## src/hdl/hcmm_pkg.sv

```systemverilog
// ----------------------------------------------------------------------------
// hcmm_pkg - shared types and constants of the handheld console memory map
// Address map limits, store sizes, function codes and the command record
// that the front end passes to the back end.
// ----------------------------------------------------------------------------
package hcmm_pkg;

  localparam int unsigned FuncW = 3;
  localparam int unsigned BusW  = 16;
  localparam int unsigned ByteW = 8;

  // store sizes and index widths
  localparam int unsigned RomDepth   = 32768;
  localparam int unsigned BankDepth  = 8192;
  localparam int unsigned OamDepth   = 160;
  localparam int unsigned SmallDepth = 128;
  localparam int unsigned RomAw      = $clog2(RomDepth);
  localparam int unsigned BankAw     = $clog2(BankDepth);
  localparam int unsigned OamAw      = $clog2(OamDepth);
  localparam int unsigned SmallAw    = $clog2(SmallDepth);

  // queue between front and back
  localparam int unsigned QDepth = 2;
  localparam int unsigned QPtrW  = $clog2(QDepth);
  localparam int unsigned QCntW  = $clog2(QDepth + 1);

  // address map limits
  localparam logic [BusW-1:0] VramBase  = 16'h8000;
  localparam logic [BusW-1:0] EramBase  = 16'hA000;
  localparam logic [BusW-1:0] WramBase  = 16'hC000;
  localparam logic [BusW-1:0] EchoBase  = 16'hE000;
  localparam logic [BusW-1:0] EchoLast  = 16'hFDFF;
  localparam logic [BusW-1:0] OamLast   = 16'hFE9F;
  localparam logic [BusW-1:0] IoBase    = 16'hFF00;
  localparam logic [BusW-1:0] HramBase  = 16'hFF80;
  localparam logic [BusW-1:0] HramLast  = 16'hFFFE;
  localparam logic [BusW-1:0] StackStep = 16'h0002;

  typedef enum logic [FuncW-1:0] {
    FN_RD_BYTE = 3'd0,
    FN_WR_BYTE = 3'd1,
    FN_RD_WORD = 3'd2,
    FN_WR_WORD = 3'd3,
    FN_PUSH    = 3'd4,
    FN_POP     = 3'd5,
    FN_LOAD    = 3'd6
  } func_e;

  // where one byte access lands
  typedef enum logic [3:0] {
    RG_NONE,
    RG_ROM,
    RG_VRAM,
    RG_ERAM,
    RG_WRAM,
    RG_OAM,
    RG_IO,
    RG_HRAM,
    RG_IE,
    RG_BAD
  } region_e;

  typedef enum logic [1:0] {
    ST_CLEAR,
    ST_FIRST,
    ST_SECOND,
    ST_FINISH
  } state_e;

  typedef struct packed {
    logic             is_read;
    logic             is_write;
    logic             two;
    region_e          reg0;
    region_e          reg1;
    logic [BusW-1:0]  addr0;
    logic [BusW-1:0]  addr1;
    logic [ByteW-1:0] data0;
    logic [ByteW-1:0] data1;
    logic [BusW-1:0]  sp;
  } cmd_t;

  // echo writes fold into work RAM; echo and restricted reads are errors
  function automatic region_e region_of(logic [BusW-1:0] a, logic wr);
    region_e r;
    if (a < VramBase)       r = wr ? RG_NONE : RG_ROM;
    else if (a < EramBase)  r = RG_VRAM;
    else if (a < WramBase)  r = RG_ERAM;
    else if (a < EchoBase)  r = RG_WRAM;
    else if (a <= EchoLast) r = wr ? RG_WRAM : RG_BAD;
    else if (a <= OamLast)  r = RG_OAM;
    else if (a < IoBase)    r = wr ? RG_NONE : RG_BAD;
    else if (a < HramBase)  r = RG_IO;
    else if (a <= HramLast) r = RG_HRAM;
    else                    r = RG_IE;
    return r;
  endfunction

endpackage

```

## src/hdl/hcmm_if.sv

```systemverilog
// ----------------------------------------------------------------------------
// hcmm_if - request and response channels of the memory map
// Valid/ready channels; an item moves when valid and ready are both high.
// ----------------------------------------------------------------------------
interface hcmm_req_if;
  logic                       valid;
  logic                       ready;
  logic [hcmm_pkg::FuncW-1:0] func;
  logic [hcmm_pkg::BusW-1:0]  address;
  logic [hcmm_pkg::BusW-1:0]  write_data;
  logic [hcmm_pkg::BusW-1:0]  stack_pointer;

  modport source (output valid, func, address, write_data, stack_pointer, input ready);
  modport sink   (input valid, func, address, write_data, stack_pointer, output ready);
endinterface


```

## src/hdl/hcmm_front.sv

```systemverilog
// ----------------------------------------------------------------------------
// hcmm_front - request classifier
// Accepts requests, works out both byte addresses, their regions, the bytes
// to write and the outgoing stack pointer, and pushes a command.
// ----------------------------------------------------------------------------
module hcmm_front (
  hcmm_req_if.sink         req,
  input  logic             clearing_i,
  input  logic             q_full_i,
  output logic             push_o,
  output hcmm_pkg::cmd_t   cmd_o
);
  import hcmm_pkg::*;

  func_e           fn;
  logic [BusW-1:0] a0;
  logic            wr;

  assign req.ready = !q_full_i && !clearing_i;
  assign push_o    = req.valid && req.ready;
  assign fn        = func_e'(req.func);

  always_comb begin
    a0           = req.address;
    wr           = 1'b0;
    cmd_o        = '0;
    cmd_o.sp     = req.stack_pointer;
    cmd_o.data0  = req.write_data[ByteW-1:0];
    cmd_o.data1  = req.write_data[ByteW-1:0];
    unique case (fn)
      FN_RD_BYTE: begin
        cmd_o.is_read = 1'b1;
      end
      FN_WR_BYTE: begin
        wr = 1'b1;
      end
      FN_RD_WORD: begin
        cmd_o.is_read = 1'b1;
        cmd_o.two     = 1'b1;
      end
      FN_WR_WORD: begin
        wr        = 1'b1;
        cmd_o.two = 1'b1;
      end
      FN_PUSH: begin
        wr        = 1'b1;
        cmd_o.two = 1'b1;
        a0        = req.stack_pointer - StackStep;
        cmd_o.sp  = a0;
      end
      FN_POP: begin
        cmd_o.is_read = 1'b1;
        cmd_o.two     = 1'b1;
        a0            = req.stack_pointer;
        cmd_o.sp      = req.stack_pointer + StackStep;
      end
      FN_LOAD: begin
        wr = 1'b1;
        a0 = {1'b0, req.address[RomAw-1:0]};
      end
      default: begin
      end
    endcase
    cmd_o.is_write = wr;
    cmd_o.addr0    = a0;
    cmd_o.addr1    = a0 + BusW'(1);
    if (cmd_o.two) begin
      cmd_o.data0 = req.write_data[BusW-1:ByteW];
    end
    if (fn == FN_LOAD) begin
      cmd_o.reg0 = RG_ROM;
    end else if (cmd_o.is_read || wr) begin
      cmd_o.reg0 = region_of(cmd_o.addr0, wr);
    end else begin
      cmd_o.reg0 = RG_NONE;
    end
    cmd_o.reg1 = cmd_o.two ? region_of(cmd_o.addr1, wr) : RG_NONE;
  end

endmodule

```

## src/flat_wrapper.sv

```systemverilog
// flat-port wrapper written by rule: the top's interface ports become plain ports
module hcmm_front_flat import hcmm_pkg::*;
  (clearing_i, q_full_i, push_o, cmd_o, req_valid, req_func, req_address, req_write_data, req_stack_pointer, req_ready);
  hcmm_req_if req_i ();
  input  logic clearing_i;
  input  logic q_full_i;
  output logic push_o;
  output hcmm_pkg::cmd_t cmd_o;
  input wire logic [$bits(req_i.valid)-1:0] req_valid;
  input wire logic [$bits(req_i.func)-1:0] req_func;
  input wire logic [$bits(req_i.address)-1:0] req_address;
  input wire logic [$bits(req_i.write_data)-1:0] req_write_data;
  input wire logic [$bits(req_i.stack_pointer)-1:0] req_stack_pointer;
  output wire logic [$bits(req_i.ready)-1:0] req_ready;
  assign req_i.valid = req_valid;
  assign req_i.func = req_func;
  assign req_i.address = req_address;
  assign req_i.write_data = req_write_data;
  assign req_i.stack_pointer = req_stack_pointer;
  assign req_ready = req_i.ready;
  hcmm_front u_core (.req(req_i), .clearing_i(clearing_i), .q_full_i(q_full_i), .push_o(push_o), .cmd_o(cmd_o));
endmodule
```

## config.mk

```make
export PLATFORM = sky130hd
export DESIGN_NAME = hcmm_front_flat
export DESIGN_NICKNAME = d
export VERILOG_FILES = /design/src/hdl/hcmm_pkg.sv /design/src/hdl/hcmm_if.sv /design/src/hdl/hcmm_front.sv /design/src/flat_wrapper.sv
export SDC_FILE = /design/constraint.sdc
export NUM_CORES = 1
export LEC_CHECK = 0
export BUFFER_PORTS_ARGS = -buffer_cell sky130_fd_sc_hd__buf_2
export CORE_MARGIN = 8
export CORE_UTILIZATION = 30
export DETAILED_ROUTE_END_ITERATION = 10
export GPL_TIMING_DRIVEN = 0
export PLACE_DENSITY = 0.57
export SLEW_MARGIN = 40
export SYNTH_ARGS = -nofsm -noshare
export SYNTH_HDL_FRONTEND = slang
export SYNTH_SLANG_ARGS = --single-unit
export TNS_END_PERCENT = 100
```

## constraint.sdc

```tcl
create_clock -name vclk -period 6.3
set_input_delay 1.26 -clock vclk [all_inputs]
set_output_delay 1.26 -clock vclk [all_outputs]
set_load 0.05 [all_outputs]
```

==> results of run 1 <==
-- power by group through the flow --
stage / clock network [W] / logic [W] / registers, W
floorplan: 0 / 0.000267 / 0
finish: 0 / 0.000352 / 0
global route: 0 / 0.000374 / 0
global placement: 0 / 0.000352 / 0
detailed placement: 0 / 0.000353 / 0
CTS: 0 / 0.000354 / 0
-- worst max-delay path: stages --
cell and delay (ns):
clkbuf_1 0.17, nor3_1 0.66, nand3_1 0.21, o211ai_1 0.63, inv_1 0.26, nand3_4 0.23
nor3_4 0.06, xnor2_1 0.18, a311oi_4 0.40, a21oi_2 0.11, o32ai_2 0.29, buf_2 0.31
-- per-stage QoR --
stage / setup TNS (ns) / hold WS, ns
2_1_floorplan: -0.246 / 2.69
3_3_place_gp: 0 / 2.83
3_5_place_dp: -0.0189 / 2.83
4_1_cts: 0 / 2.83
5_1_grt: 0 / 2.84
6_report: 0 / 2.83
-- placed cells by master (no fill, tap or decap), drive strengths merged, types with 4 or more instances in the layout --
| cell type | n |
|---|---|
| or3 | 4 |
| nand4 | 13 |
| xnor2 | 25 |
| or4 | 4 |
| o21ai | 15 |
| buf | 141 |
| nor2 | 27 |
| nand2 | 51 |
| inv | 19 |
| ha | 4 |
| nand3 | 11 |
| clkbuf | 12 |
| xor2 | 12 |
| nor2b | 7 |
| nor3 | 11 |
| a21oi | 19 |
| nor4 | 5 |
| nand2b | 7 |
-- what timing repair did --
action	in CTS	in global routing
resized for setup	1	2
endpoints found under the hold margin	0	0
setup endpoints to repair	1	4
hold buffers	0	0
-- area by class of cell --
type	count	share of cell area [%]
multi-input combinational	278	66.3
timing repair buffer	123	21.2
buffer	30	5.98
tap	96	4.13
inverter	19	2.45
-- path summary, 6_finish.rpt --
path | startpoint | to
setup / recovery | req_func[0] | cmd_o[64]
hold / removal | q_full_i | req_ready
-- cell families (layout without fill, tap and decap cells) --
logic type | count (synthesis) | in the layout | synth area share, %
buf+inv | 49 | 172 | 11.5
xor+xnor | 37 | 37 | 15.7
simple gates | 161 | 161 | 42.3
fa+ha+maj | 4 | 4 | 2.36
compound gates | 70 | 70 | 25.2
mux | 6 | 6 | 3.01
-- per-layer routing --
metal | GRT usage [%] | vias up
met1 | 19.8 | 1220
met2 | 29.0 | 119
met4 | 1.98 | 0
met3 | 2.63 | 4
met5 | 0 | -
li1 | - | 1406
==> reports/results.tsv, run 1 <==
metric	value	unit
Power Internal	0.0000916	W
Core ar.	6830	um^2
fillers	757	
Seq/Total Area, Yosys	0	%
CP Max Fanout	9	
Reg power frac	0	%
row count	30	
Leak	1.35	nW
top post-synthesis cells by area	xnor2_1, nand2_1, xor2_1	
Die Y	100	um
setup ws final	0.269	ns
fin nets	510	
Cell Count, Final, Fillers Out	546	
Seq cells	0	
Storage cell area	0	um^2
switching power	0.000261	W
area of the multi-input gates	1930	um^2
Starting DRT DRC Count	102	
Tmin final	6.03	ns
CP arrival	4.77	ns
post-CTS setup buffers	0	
period utilization	95.7	%
DRC violations left	0	
die area	10000	um^2
Post-Synthesis Cells	327	
area leader, netlist	xnor2_1	
WS Path Type	in2out	
library cells used by synthesis	72	
GPL Wtd Cong	0.924	
antenna diode count	0	
I/O Pins	131	
initial core utilization	31.0	%
Max Slew Vio Count	0	
# port buffers	123	
pwr dens	121	nW/um^2
CP Launch Type	primary input	
vias in the first global route	2753	
first-pass GRT wire length	13700	um
setup repair after global routing missed its margin	false	
area of the mapped netlist	2120	um^2
Peak Freq	166	MHz
CLK BUF	0	
Die X	100	um
overall routing resource usage	16.1	%
final core utilization	42.5	%
synth cell count leaders	nand2_1, nor2_1, xnor2_1	
HP Class	in2out	
Final HPWL DP	7220	um
Syn Area/Cell	6.47	um^2
setup violators final	0	
sw frac	74.0	%
Area after DPL	2900	um^2
Synth Warn #	0	
worst slew pin tran	0.806	ns
mean number of vias per cell	5.03	
met3 wire length	674	um
Clk network pwr share	0	%
Power Total	0.000352	W
Routed Wire Length	8500	um
Pre-antenna DRT Iters	5	
cell area after layout	2910	um^2
Post-Syn Nets	385	
total of max-cap violations	0	
Max-slew headroom	45.9	%
detailed-route via count	2749	
status	complete, no violations	
GRT overflow	0	
cell total after placement	546	
max layer used	met4	
share of Yosys cell area claimed by the top area cell type	9.93	%
share of cells above drive strength 1	39.1	%
Hold Crit Depth	3	
critical path capture point type	primary output	
Worst EP required	5.04	ns
initial antenna violation count	0	
DR WL met2	4030	um
Area Overhead vs Synth	37.3	%
WL met1	3740	um
drt wl/cell	15.6	um
Setup Slack @ Placement	-0.0189	ns
Fin. Hold Viols	0	
combinational share of power	100.0	%
top-count cell post-synth	nand2_1	
Antenna Nets Post-Route	0	
largest net degree at the start of global routing	11	
maximum vdd drop	0.0398	mV
Note: power is estimated with default switching activity, not from simulation.
==> run 2, diff against run 1 <==
--- a/config.mk
+++ b/config.mk
@@ -17,2 +17 @@
 export SYNTH_SLANG_ARGS = --single-unit
-export TNS_END_PERCENT = 100
==> constraint.sdc (replaced) <==
create_clock -name vclk -period 6.2
set_input_delay 0 -clock vclk [all_inputs]
set_output_delay 0 -clock vclk [all_outputs]
set_load 0.05 [all_outputs]
==> reports/results.tsv, run 2 (synthesis results as in run 1) <==
metric	value	unit	change
combinational share of power	100.0	%	about the same
Routed Wire Length	8580	um	+0.95%
Power Internal	0.0000915	W	about the same
largest net degree at the start of global routing	11		unchanged
vias in the first global route	2801		+1.7%
mean number of vias per cell	5.09		+1.1%
initial core utilization	31.0	%	unchanged
critical path capture point type	primary output		
most frequent cells in the layout	buf_2, nand2_1, nor2_1		
Die X	100	um	unchanged
status	complete, no violations		
die area	10000	um^2	unchanged
sw frac	74.3	%	+0.29 points
Worst EP required	6.20	ns	+1.16 ns
fillers	808		+6.7%
setup repair after global routing missed its margin	false		
Max Slew Vio Count	0		unchanged
Area after DPL	2860	um^2	-1.3%
Starting DRT DRC Count	106		+3.9%
hold buffer count at CTS	0		unchanged
CP Max Fanout	10		+1
total of max-cap violations	0		unchanged
HP Class	in2out		
# port buffers	123		unchanged
overall routing resource usage	16.3	%	+0.24 points
Fin. Hold Viols	0		unchanged
CLK BUF	0		unchanged
Peak Freq	264	MHz	
Critical Path Start	req_func[1]		
hold path start	q_full_i		
Fin Hold WS	0.308	ns	-2.52 ns
share of cells above drive strength 1	37.3	%	-1.8 points
Max-slew headroom	47.9	%	+2.0 points
worst slew pin tran	0.781	ns	-0.0242 ns
Area Overhead vs Synth	35.4	%	
switching power	0.000264	W	+1.4%
CP Launch Type	primary input		
detailed-route via count	2779		+1.1%
DRC violations left	0		unchanged
Clk network pwr share	0	%	unchanged
Seq cells	0		unchanged
Hold Crit Depth	3		unchanged
first-pass GRT wire length	13800	um	+1.1%
GRT overflow	0		unchanged
drt wl/cell	15.7	um	+0.95%
post-CTS setup buffers	0		unchanged
Final HPWL DP	7360	um	+1.9%
Core ar.	6830	um^2	unchanged
post-CTS resize count	0		-1
GPL Wtd Cong	0.879		-5.0%
Tmin final	3.78	ns	
Die Y	100	um	unchanged
initial antenna violation count	0		unchanged
Antenna Nets Post-Route	0		unchanged
fin nets	510		unchanged
CP arrival	3.78	ns	-0.99 ns
WS Path Type	in2out		
row count	30		unchanged
antenna diode count	0		unchanged
most common cell after layout, fill and taps aside	buf_2		
I/O Pins	131		unchanged
setup violators final	0		unchanged
Leak	1.33	nW	-1.5%
Reg power frac	0	%	unchanged
Storage cell area	0	um^2	unchanged
cell area after layout	2870	um^2	-1.4%
setup TNS	0	ns	unchanged
setup ws final	2.42	ns	+2.15 ns
pwr dens	124	nW/um^2	+2.4%
Setup Slack @ Placement	2.46	ns	+2.48 ns
maximum vdd drop	0.0731	mV	+84%
area of the multi-input gates	1890	um^2	-1.9%
Pre-antenna DRT Iters	4		-1
period utilization	61.0	%	
==> run 2: final timing paths <==
path | end | slack [ns]
worst max-delay path | cmd_o[66] | 2.42
worst min-delay path | req_ready | 0.31
==> run 2: layout make-up <==
cell class / instances / area share, %
well taps: 96 / 4.19
repair buffers: 123 / 21.5
plain buffers: 30 / 5.98
inverters: 19 / 2.49
multi-input cells: 278 / 65.9
==> run 2: worst max-delay path: stages <==
cell and delay (ns):
clkbuf_1 0.35, nand2b_1 0.22, clkbuf_1 0.39, clkbuf_1 0.49, nand2_1 0.10, nand2_1 0.15
ha_1 0.24, nand3_1 0.27, nor3_4 0.30, xnor2_1 0.15, a311oi_4 0.42, nand3_2 0.14
a311oi_2 0.24, buf_2 0.30
==> run 2: power by group through the flow <==
stage / clock (W) / combinational [W] / sequential, W
final: 0 / 0.000356 / 0
after global routing: 0 / 0.000380 / 0
after CTS: 0 / 0.000358 / 0
after detailed placement: 0 / 0.000357 / 0
after global placement: 0 / 0.000354 / 0
after floorplan: 0 / 0.000268 / 0
==> run 2: stage by stage <==
step / power [W] / utilization (%) / std cells
after CTS: 0.000358 / 41.9 / 546
after global routing: 0.000380 / 42.0 / 546
after detailed placement: 0.000357 / 41.9 / 546
after floorplan: 0.000268 / - / 327
after global placement: 0.000354 / 41.8 / 546
final: 0.000356 / 42.0 / 546
==> run 2: per-layer routing <==
metal / routed length, um / vias up / part of all wire, % / GRT usage (%)
li1: - / 1405 / - / -
met1: 3930 / 1295 / 46 / 21.4
met2: 4060 / 77 / 47 / 28.4
met3: 568 / 2 / 6.6 / 2.35
met4: 21 / 0 / 0.24 / 1.16
met5: 0 / - / 0 / 0
