### config.mk
export PLATFORM = sky130hd
export DESIGN_NAME = hcmm_queue
export DESIGN_NICKNAME = d
export VERILOG_FILES = /design/src/hdl/hcmm_pkg.sv /design/src/hdl/hcmm_queue.sv
export SDC_FILE = /design/constraint.sdc
export NUM_CORES = 1
export LEC_CHECK = 0
export ABC_AREA = 1
export BUFFER_PORTS_ARGS = -buffer_cell sky130_fd_sc_hd__buf_2
export CAP_MARGIN = 20
export CORE_MARGIN = 1
export CORE_UTILIZATION = 45
export DETAILED_ROUTE_END_ITERATION = 8
export GPL_ROUTABILITY_DRIVEN = 0
export PLACE_DENSITY = 0.8
export RECOVER_POWER = 50
export SETUP_SLACK_MARGIN = 0.15
export SLEW_MARGIN = 20
export SYNTH_ARGS = -nofsm -noshare
export SYNTH_HDL_FRONTEND = slang
export SYNTH_SLANG_ARGS = --single-unit
### constraint.sdc
create_clock -name clk_i -period 5.1 [get_ports clk_i]
set_input_delay 0.51 -clock clk_i [delete_from_list [all_inputs] [get_ports clk_i]]
set_output_delay 0.51 -clock clk_i [all_outputs]
set_load 0.02 [all_outputs]
### src/hdl/hcmm_pkg.sv
// ----------------------------------------------------------------------------
// hcmm_pkg - shared types and constants of the handheld console memory map
// Address map limits, store sizes, function codes and the command record
// that the front end passes to the back end.
// ----------------------------------------------------------------------------
package hcmm_pkg;

  localparam int unsigned FuncW = 3;
  localparam int unsigned BusW  = 16;
  localparam int unsigned ByteW = 8;

  // store sizes and index widths
  localparam int unsigned RomDepth   = 32768;
  localparam int unsigned BankDepth  = 8192;
  localparam int unsigned OamDepth   = 160;
  localparam int unsigned SmallDepth = 128;
  localparam int unsigned RomAw      = $clog2(RomDepth);
  localparam int unsigned BankAw     = $clog2(BankDepth);
  localparam int unsigned OamAw      = $clog2(OamDepth);
  localparam int unsigned SmallAw    = $clog2(SmallDepth);

  // queue between front and back
  localparam int unsigned QDepth = 2;
  localparam int unsigned QPtrW  = $clog2(QDepth);
  localparam int unsigned QCntW  = $clog2(QDepth + 1);

  // address map limits
  localparam logic [BusW-1:0] VramBase  = 16'h8000;
  localparam logic [BusW-1:0] EramBase  = 16'hA000;
  localparam logic [BusW-1:0] WramBase  = 16'hC000;
  localparam logic [BusW-1:0] EchoBase  = 16'hE000;
  localparam logic [BusW-1:0] EchoLast  = 16'hFDFF;
  localparam logic [BusW-1:0] OamLast   = 16'hFE9F;
  localparam logic [BusW-1:0] IoBase    = 16'hFF00;
  localparam logic [BusW-1:0] HramBase  = 16'hFF80;
  localparam logic [BusW-1:0] HramLast  = 16'hFFFE;
  localparam logic [BusW-1:0] StackStep = 16'h0002;

  typedef enum logic [FuncW-1:0] {
    FN_RD_BYTE = 3'd0,
    FN_WR_BYTE = 3'd1,
    FN_RD_WORD = 3'd2,
    FN_WR_WORD = 3'd3,
    FN_PUSH    = 3'd4,
    FN_POP     = 3'd5,
    FN_LOAD    = 3'd6
  } func_e;

  // where one byte access lands
  typedef enum logic [3:0] {
    RG_NONE,
    RG_ROM,
    RG_VRAM,
    RG_ERAM,
    RG_WRAM,
    RG_OAM,
    RG_IO,
    RG_HRAM,
    RG_IE,
    RG_BAD
  } region_e;

  typedef enum logic [1:0] {
    ST_CLEAR,
    ST_FIRST,
    ST_SECOND,
    ST_FINISH
  } state_e;

  typedef struct packed {
    logic             is_read;
    logic             is_write;
    logic             two;
    region_e          reg0;
    region_e          reg1;
    logic [BusW-1:0]  addr0;
    logic [BusW-1:0]  addr1;
    logic [ByteW-1:0] data0;
    logic [ByteW-1:0] data1;
    logic [BusW-1:0]  sp;
  } cmd_t;

  // echo writes fold into work RAM; echo and restricted reads are errors
  function automatic region_e region_of(logic [BusW-1:0] a, logic wr);
    region_e r;
    if (a < VramBase)       r = wr ? RG_NONE : RG_ROM;
    else if (a < EramBase)  r = RG_VRAM;
    else if (a < WramBase)  r = RG_ERAM;
    else if (a < EchoBase)  r = RG_WRAM;
    else if (a <= EchoLast) r = wr ? RG_WRAM : RG_BAD;
    else if (a <= OamLast)  r = RG_OAM;
    else if (a < IoBase)    r = wr ? RG_NONE : RG_BAD;
    else if (a < HramBase)  r = RG_IO;
    else if (a <= HramLast) r = RG_HRAM;
    else                    r = RG_IE;
    return r;
  endfunction

endpackage

### src/hdl/hcmm_queue.sv
// ----------------------------------------------------------------------------
// hcmm_queue - command queue between front and back
// Small FIFO; the head is visible while the back end works on it.
// ----------------------------------------------------------------------------
module hcmm_queue (
  input  logic           clk_i,
  input  logic           rst_ni,
  input  logic           push_i,
  input  hcmm_pkg::cmd_t cmd_i,
  output logic           full_o,
  input  logic           pop_i,
  output logic           valid_o,
  output hcmm_pkg::cmd_t head_o
);
  import hcmm_pkg::*;

  cmd_t             slot_q [QDepth];
  logic [QPtrW-1:0] wptr_q, rptr_q;
  logic [QCntW-1:0] cnt_q;

  assign full_o  = cnt_q == QCntW'(QDepth);
  assign valid_o = cnt_q != '0;
  assign head_o  = slot_q[rptr_q];

  always_ff @(posedge clk_i or negedge rst_ni) begin
    if (!rst_ni) begin
      wptr_q <= '0;
      rptr_q <= '0;
      cnt_q  <= '0;
    end else begin
      if (push_i) begin
        wptr_q <= wptr_q + QPtrW'(1);
      end
      if (pop_i) begin
        rptr_q <= rptr_q + QPtrW'(1);
      end
      if (push_i && !pop_i) begin
        cnt_q <= cnt_q + QCntW'(1);
      end else if (pop_i && !push_i) begin
        cnt_q <= cnt_q - QCntW'(1);
      end
    end
  end

  always_ff @(posedge clk_i) begin
    if (push_i) begin
      slot_q[wptr_q] <= cmd_i;
    end
  end

endmodule

==> results of run 1 <==
cells by family after synthesis:
kind of cell / after synthesis
xor+xnor: 3
fa+ha+maj: 1
buf+inv: 15
flops: 154
mux: 75
simple gates: 10
power groups by stage:
stage	Combinational [mW]	Clock (mW)	Sequential, mW
CTS	1.32	1.36	1.82
detailed placement	1.32	0	1.84
global placement	1.30	0	1.82
finish	1.31	1.33	1.81
global route	1.40	1.40	1.84
floorplan	1.03	0	1.77
state kept, by name (all words and copies together) (netlist names):
| register | count |
|---|---|
| cnt_q | 2 |
| slot_q | 150 |
| rptr_q | 1 |
| wptr_q | 1 |
final timing paths:
check | startpoint | end | slack [ps]
setup / recovery | rptr_q$_DFFE_PN0P_ | head_o[60] | 1350
hold / removal | cmd_i[48] | slot_q[1][48]$_DFFE_PP_ | 280
setup reg to reg | wptr_q$_DFFE_PN0P_ | slot_q[0][14]$_DFFE_PP_ | 1990
hold reg to reg | cnt_q[1]$_DFFE_PN0P_ | cnt_q[1]$_DFFE_PN0P_ | 490
max in group asynchronous | rst_ni | wptr_q$_DFFE_PN0P_ | 4420
min in group asynchronous | rst_ni | cnt_q[1]$_DFFE_PN0P_ | 470
placed cells by master, fill, tap and decap left out:
cell type      instances
clkinv_1               2
bufinv_16              5
xnor2_1                1
nand4_1                1
mux2_4                40
clkbuf_1              39
clkinvlp_4             3
xor2_1                 2
clkinv_2               2
buf_2                118
nor2_1                 2
dlygate4sd3_1          1
inv_1                  6
nand2_1                6
nand3_1                1
clkinvlp_2             1
mux2_2                35
dfrtp_1                4
ha_1                   1
edfxtp_1             150
buf_4                  3
inv_6                  1
clkbuf_16             17
final cells by class:
class | count | area [um2]
inverters | 7 | 27.5
repair buffers | 159 | 762
multi-input cells | 89 | 1070
flip-flops and latches | 154 | 4600
fillers | 962 | 5250
well taps | 172 | 215
clock buffers | 19 | 433
clock inverters | 13 | 199
critical path, delay by kind of cell (launching register included):
kind,cells,cell delay [ps]
multiplexers,1,410
flip-flops,1,1490
buffers and inverters,2,900
metal layers:
layer	share of wire	vias to the layer above	global-route usage
met3	0.063	10	0.0538
li1	-	1350	-
met5	0	-	0
met2	0.52	95	0.259
met4	0.017	0	0.0779
met1	0.40	1420	0.161
==> results.yml, run 1 <==
outcome:
  status: "complete, but fails checks"
  violations: "capacitance limit, slew limit"
synthesis:
  synthSimpleGateAreaFrac: 0.00715
  synth_compound_area_frac: 0
  synth_top_area_frac: 0.780
  postSynthCellCount: 258
  ys_warn_count: 0
  synth-edff-count: 150
  synth_commonest_cells: "edfxtp_1 (150), mux2_4 (40), mux2_2 (35)"
  async_flop_share: 0.0260
  synth_top_family_by_area: "multiplexers"
  yosysTopAreaCell: "edfxtp_1"
  synth_nets: 338
  synth.area.top_cells: "edfxtp_1 (78%), mux2_4 (10%), mux2_2 (6.8%)"
  ys_seq_elements: 154
  avgSynthCellArea_um2: 22.4
  synth.mux.area_fraction: 0.172
  synthAdderAreaFrac: 0.00217
  synth_ff_type: "edfxtp_1"
  synth_seq_area_share: 0.798
  syn_area_um2: 5770
  synth_most_common_cell: "edfxtp_1"
  synth-xor-area-share: 0.00455
  ys_types: 15
timing:
  hold_violations: 0
  rsz0062_at_grt: "false"
  finalMaxSlewViolations: 100
  tightest_slew_ps: 2010
  tns_ps: 0
  fin_ws_ps: 1350
  clock_skew_ps: 5.14
  finalCritPeriodShare: 0.736
  setup_violations: 0
  fin_crit_ps: 3750
  max_freq_mhz: 267
  whs_ps: 280
  max_slew_margin: -0.348
final_layout:
  nets: 508
  fin_area_um2: 7320
  fin_util: 0.582
  diodes: 0
  drive_gt1_frac: 0.510
  layout.cells.non_filler: 613
  areaGrowthSynthToFinish_pct: 26.7
floorplanning:
  dieWidth_um: 115
  initial_core_util: 0.459
  die_area_um2: 13300
  core_um2: 12600
  io_pins: 156
  die_y_um: 115
  num_rows: 41
hold_path:
  hp-class: "input pin to flop"
  min_path_cells: 1
critical_path:
  crit_chain: "buf_4 > mux2_2 > buf_2"
  critPathCaptureType: "output pin"
  critPathMaxStageDelay_ps: 1490
  slowest_stage: "dfrtp_1"
  cp.arrival_ps: 3240
  cp-start-kind: "flop"
  critPathMaxFanout: 40
  rr_worst_depth: 2
  path_class: "flop to output pin"
  cp.required_ps: 4590
clock_tree:
  clk_latency_ps: 410
  htree_levels: 4
  cts_buffers: 17
  post-cts-setup-buffers: 0
  clock-root-buffer: "clkbuf_16"
  clockBufferDepth: 2
  hold_buffers: 1
  clkSlewWorstSetupHoldPaths_ps: 60
  cts_sinks: 154
  tritoncts: "yes"
  cts_resized: 0
power:
  vdd_drop_max_mv: 0.321
  switching_power_mw: 1.32
  sequentialPowerShare: 0.407
  clockPowerShare: 0.299
  internal_power_mw: 3.13
  power_frac_comb: 0.294
  p_sw_frac: 0.297
  power.leakage_nw: 2.82
  power_density_nw_per_um2: 608
  total_power_mw: 4.45
detailed_routing:
  dr.pass1.iters: 7
  wl_mm: 9.60
  viasPerCell: 4.69
  vias: 2875
  drtIter0Drc: 124
  drtAntennaViolNets: 0
  route.detailed.drc: 0
  wl_per_cell_um: 15.7
place:
  post-dp-hpwl_mm: 6.33
  post_dp_cell_area_um2: 6730
  portBuffers: 155
  place_ws_ps: 2550
  dp_cells: 580
global_routing:
  grtUsageTotal: 0.149
  grt_pass1_vias: 3025
  antenna_found_initial: 0
  grt_max_degree: 53
  grt_first_pass_wirelength_mm: 14.3
  grt_remaining_overflow: 0
job:
  drv_cap: 3
No activity file was read; power rests on OpenSTA's default activity.
==> run 2: changes to the inputs <==
ABC_AREA = 0   (was 1)
PLACE_DENSITY = 0.83   (was 0.8)
clock period = 3.4 ns   (was 5.1 ns; I/O delays follow)
==> run 2 against run 1 <==
Against the previous run:
- cell count fell by 2.1%
- critical path type is now flop to flop
- non-clock buffer count did not move
- the flow still finishes with violations (capacitance limit, slew limit)
- sequential power rose by 53%
- global-route usage rose by 0.37 points
- first-iteration DRC count rose by 14%
==> results.yml, run 2 <==
final_layout:
  nFillCells: 938
  nets: 499
  areaGrowthSynthToFinish_pct: 26.0
  diodes: 0
  largest_register_ffs: 150
  fin_util: 0.591
  drive_gt1_frac: 0.530
  top_register: "slot_q"
  top_regs: "slot_q (150), cnt_q (2)"
  layout.cells.non_filler: 600
  final_common_cell: "edfxtp_1"
  most-common-layout-cells: "edfxtp_1 (150), buf_2 (120), mux2_4 (40)"
global_routing:
  grtUsageTotal: 0.153
  grt_remaining_overflow: 0
  antenna_found_initial: 0
  grt_max_degree: 76
  grt_pass1_vias: 2980
  grt_first_pass_wirelength_mm: 14.5
detailed_routing:
  route.detailed.drc: 0
  dr.pass1.iters: 7
  drtAntennaViolNets: 0
  drtIter0Drc: 141
  vias: 2849
  viasPerCell: 4.75
  wl_per_cell_um: 16.3
  wl_mm: 9.80
power:
  vdd_drop_max_mv: 0.685
  total_power_mw: 6.52
  power.leakage_nw: 2.78
  power_density_nw_per_um2: 898
timing:
  tns_ps: 0
  clock_skew_ps: 5.77
  finalCritPeriodShare: 0.779
  finalMaxSlewViolations: 73
  hold_violations: 0
  max_freq_mhz: 377
  max_slew_margin: -0.270
  fin_crit_ps: 2650
  whs_ps: 108
  rsz0062_at_grt: "false"
  setup_violations: 0
  tightest_slew_ps: 1900
critical_path:
  critPathMaxFanout: 72
  critPathCaptureType: "flop"
  cp-start-kind: "flop"
  cp.required_ps: 3400
  cp.arrival_ps: 2650
  path_class: "flop to flop"
clock_tree:
  htree_levels: 4
  clock-root-buffer: "clkbuf_16"
  clkSlewWorstSetupHoldPaths_ps: 60
  tritoncts: "yes"
  cts_resized: 0
  cts_buffers: 17
  cts_sinks: 154
  clockBufferDepth: 2
  clk_latency_ps: 410
floorplanning:
  initial_core_util: 0.469
  io_pins: 156
  dieWidth_um: 115
  num_rows: 40
  core_um2: 12300
  die_area_um2: 13200
  die_y_um: 115
synthesis:
  synth-edff-count: 150
  ys_types: 15
  synth_commonest_cells: "edfxtp_1 (150), mux2_4 (40), mux2_2 (35)"
  synth_ff_type: "edfxtp_1"
  async_flop_share: 0.0260
  syn_area_um2: 5760
  synth.area.top_cells: "edfxtp_1 (78%), mux2_4 (10%), mux2_2 (6.8%)"
  ys_seq_elements: 154
  postSynthCellCount: 249
  synth_seq_area_share: 0.800
  avgSynthCellArea_um2: 23.1
  synth_most_common_cell: "edfxtp_1"
  ys_warn_count: 0
  yosysTopAreaCell: "edfxtp_1"
  synth_nets: 329
  synth_top_area_frac: 0.783
outcome:
  status: "complete, but fails checks"
  violations: "capacitance limit, slew limit"
job:
  drv_cap: 1
place:
  portBuffers: 155
  dp_cells: 567
  post-dp-hpwl_mm: 6.31
hold_path:
  hp-class: "input pin to flop"
[run 2: cell types whose count changed after synthesis, moves of 2 or more]
cell,previous run,this run
inv_1,7,1
nand2_1,6,0
xor2_1,2,4
nor2b_1,0,2
[run 2: where the power goes]
group	internal [mW]	switching, mW
Combinational	0.854	1.06
Clock	1.14	0.689
Sequential	2.54	0.225
[run 2: through the flow]
stage | worst slack [ps] | area [um2]
3_5_place_dp | 1180 | 6720
2_1_floorplan | 609 | 5760
3_3_place_gp | 1220 | 6720
4_1_cts | 715 | 7320
5_1_grt | 522 | 7250
6_report | 750 | 7250
[run 2: critical path: stages, from the launching register on]
cell	delay, ps
dfrtp_1	400
nor2b_1	350
clkbuf_2	1440
[run 2: worst paths after layout]
check | start | endpoint | slack [ps] | cells past startpoint
worst max-delay path | wptr_q$_DFFE_PN0P_ | slot_q[0][38]$_DFFE_PP_ | 750 | 2
worst min-delay path | cmd_i[58] | slot_q[0][58]$_DFFE_PP_ | 110 | 1
worst max register to register | wptr_q$_DFFE_PN0P_ | slot_q[0][38]$_DFFE_PP_ | 750 | 2
worst min register to register | wptr_q$_DFFE_PN0P_ | wptr_q$_DFFE_PN0P_ | 490 | 1
max in group asynchronous | rst_ni | rptr_q$_DFFE_PN0P_ | 2880 | 2
min in group asynchronous | rst_ni | rptr_q$_DFFE_PN0P_ | 300 | 2
[run 2: repair_timing]
item                      CTS  global route
buffers inserted            0             0
hold endpoints to repair    4             0
hold buffers                1             0
[run 2: cell type report]
type	instances	area (um2)	area share
repair buffers	159	762	0.105
clock buffers	19	433	0.0597
clock inverters	13	153	0.0210
multi-input cells	86	1080	0.149
flip-flops and latches	154	4610	0.635
well taps	168	210	0.0290
inverters	1	3.75	0.000518
[run 2: layer usage]
metal / GRT usage / routed length, um / vias up
li1: - / - / 1336
met1: 0.164 / 3830 / 1398
met2: 0.267 / 5240 / 102
met3: 0.0548 / 577 / 13
met4: 0.0797 / 146 / 0
met5: 0 / 0 / -
[run 2: logic make-up (layout without fill, tap and decap cells)]
kind of cell / count (synthesis) / after routing / synth area share
AND/OR/NAND/NOR: 5 / 5 / 0.00500
adder cells (fa/ha/maj): 1 / 1 / 0.00217
multiplexers: 75 / 75 / 0.173
flip-flops: 154 / 154 / 0.800
buffers and inverters: 9 / 192 / 0.0124
XOR/XNOR: 5 / 5 / 0.00761
==> run 3: changes to the inputs <==
clock period = 2.2 ns   (was 3.4 ns; I/O delays follow)
==> run 3 against run 2 <==
Against the previous run:
- the run now ends clean
- combinational power grew 76%
- global-route usage grew 2.2 points
- clock skew grew 4.7 ps
- die area is the same
- sequential share of layout area shrank 6.3 points
- critical endpoint is now head_o[61]
- largest power group unchanged
==> results.yml, run 3 (same netlist as run 2, synthesis figures left out) <==
timing:
  hold_violations: 0
  setup_violations: 0
  max_slew_margin: 0.451
  whs_ps: 47.2
  fin_crit_ps: 1930
  finalMaxSlewViolations: 0
  tns_ps: 0
  clock_skew_ps: 10.5
  tightest_slew_ps: 823
  rsz0062_at_grt: "false"
  finalCritPeriodShare: 0.878
  max_freq_mhz: 518
floorplanning:
  num_rows: 40
  io_pins: 156
  dieWidth_um: 115
  core_um2: 12300
  die_y_um: 115
  initial_core_util: 0.469
  die_area_um2: 13200
global_routing:
  grtUsageTotal: 0.175
  antenna_found_initial: 0
  grt_max_degree: 40
  grt_first_pass_wirelength_mm: 16.9
  grt_pass1_vias: 3487
  grt_remaining_overflow: 0
power:
  power.leakage_nw: 3.05
  vdd_drop_max_mv: 0.794
  power_density_nw_per_um2: 1280
detailed_routing:
  dr.pass1.iters: 4
  drtAntennaViolNets: 0
  viasPerCell: 4.63
  drtIter0Drc: 139
  wl_mm: 10.9
  wl_per_cell_um: 16.1
  route.detailed.drc: 0
  vias: 3147
clock_tree:
  cts_resized: 0
  cts_buffers: 17
  clockBufferDepth: 2
  tritoncts: "yes"
  cts_sinks: 154
  clk_latency_ps: 420
  clock-root-buffer: "clkbuf_16"
  clkSlewWorstSetupHoldPaths_ps: 60
  htree_levels: 4
critical_path:
  cp.required_ps: 1980
  critPathMaxFanout: 39
  reg2reg_slack_ps: 570
  critPathCaptureType: "output pin"
  cp-start-kind: "flop"
  cp.arrival_ps: 1710
  path_class: "flop to output pin"
final_layout:
  top_register: "slot_q"
  final_common_cell: "edfxtp_1"
  nFillCells: 866
  layout.cells.non_filler: 679
  largest_register_ffs: 150
  nets: 578
  top_regs: "slot_q (150), cnt_q (2)"
  most-common-layout-cells: "edfxtp_1 (150), buf_2 (99), dlygate4sd3_1 (76)"
  seq_area_um2: 4610
  multiInputGateArea_um2: 1080
  drive_gt1_frac: 0.411
  diodes: 0
  areaGrowthSynthToFinish_pct: 39.9
place:
  post-dp-hpwl_mm: 6.67
  portBuffers: 155
  dp_cells: 571
outcome:
  status: "finished clean"
hold_path:
  hp-class: "input pin to flop"
job:
  drv_cap: 0
run 3: worst paths after layout:
kind / start / end / depth (start not counted)
setup / recovery: rptr_q$_DFFE_PN0P_ / head_o[61] / 3
hold / removal: push_i / wptr_q$_DFFE_PN0P_ / 2
setup reg to reg: wptr_q$_DFFE_PN0P_ / slot_q[0][64]$_DFFE_PP_ / 2
hold reg to reg: cnt_q[1]$_DFFE_PN0P_ / cnt_q[1]$_DFFE_PN0P_ / 1
max in group asynchronous: rst_ni / rptr_q$_DFFE_PN0P_ / 2
min in group asynchronous: rst_ni / cnt_q[1]$_DFFE_PN0P_ / 2
run 3: metal layers:
metal | part of all wire | wire length, um | global-route usage
met5 | 0 | 0 | 0
met4 | 0.017 | 190 | 0.0736
met3 | 0.053 | 574 | 0.0585
met2 | 0.54 | 5880 | 0.315
met1 | 0.39 | 4290 | 0.189
run 3: layout make-up:
type,instances,share of cell area
Clock buffer,19,0.0538
Inverter,1,0.000466
Clock inverter,13,0.0190
Tap cell,168,0.0261
Sequential cell,154,0.572
Multi-Input combinational cell,86,0.134
Timing Repair Buffer,238,0.194
run 3: critical path, stage by stage, from the launching register on:
cell and delay [ps]:
dfrtp_4 440, buf_12 260, mux2_2 390, buf_2 160
run 3: repair_timing:
item,CTS,global route
hold buffers,76,0
setup buffers,0,0
endpoints found under the hold margin,153,0
run 3: power breakdown:
group | internal [mW] | switching, mW | total [mW]
logic | 1.49 | 1.89 | 3.38
registers | 3.91 | 0.167 | 4.07
clock network | 1.77 | 1.08 | 2.85
run 3: through the flow:
step	cell area (um2)	total power, mW	worst slack [ps]	utilization
2_1_floorplan	5760	6.47	240	-
3_3_place_gp	6790	7.35	723	0.554
3_5_place_dp	6790	7.45	679	0.554
4_1_cts	8140	10.4	250	0.664
5_1_grt	8050	10.7	211	0.657
6_report	8050	10.3	269	0.657
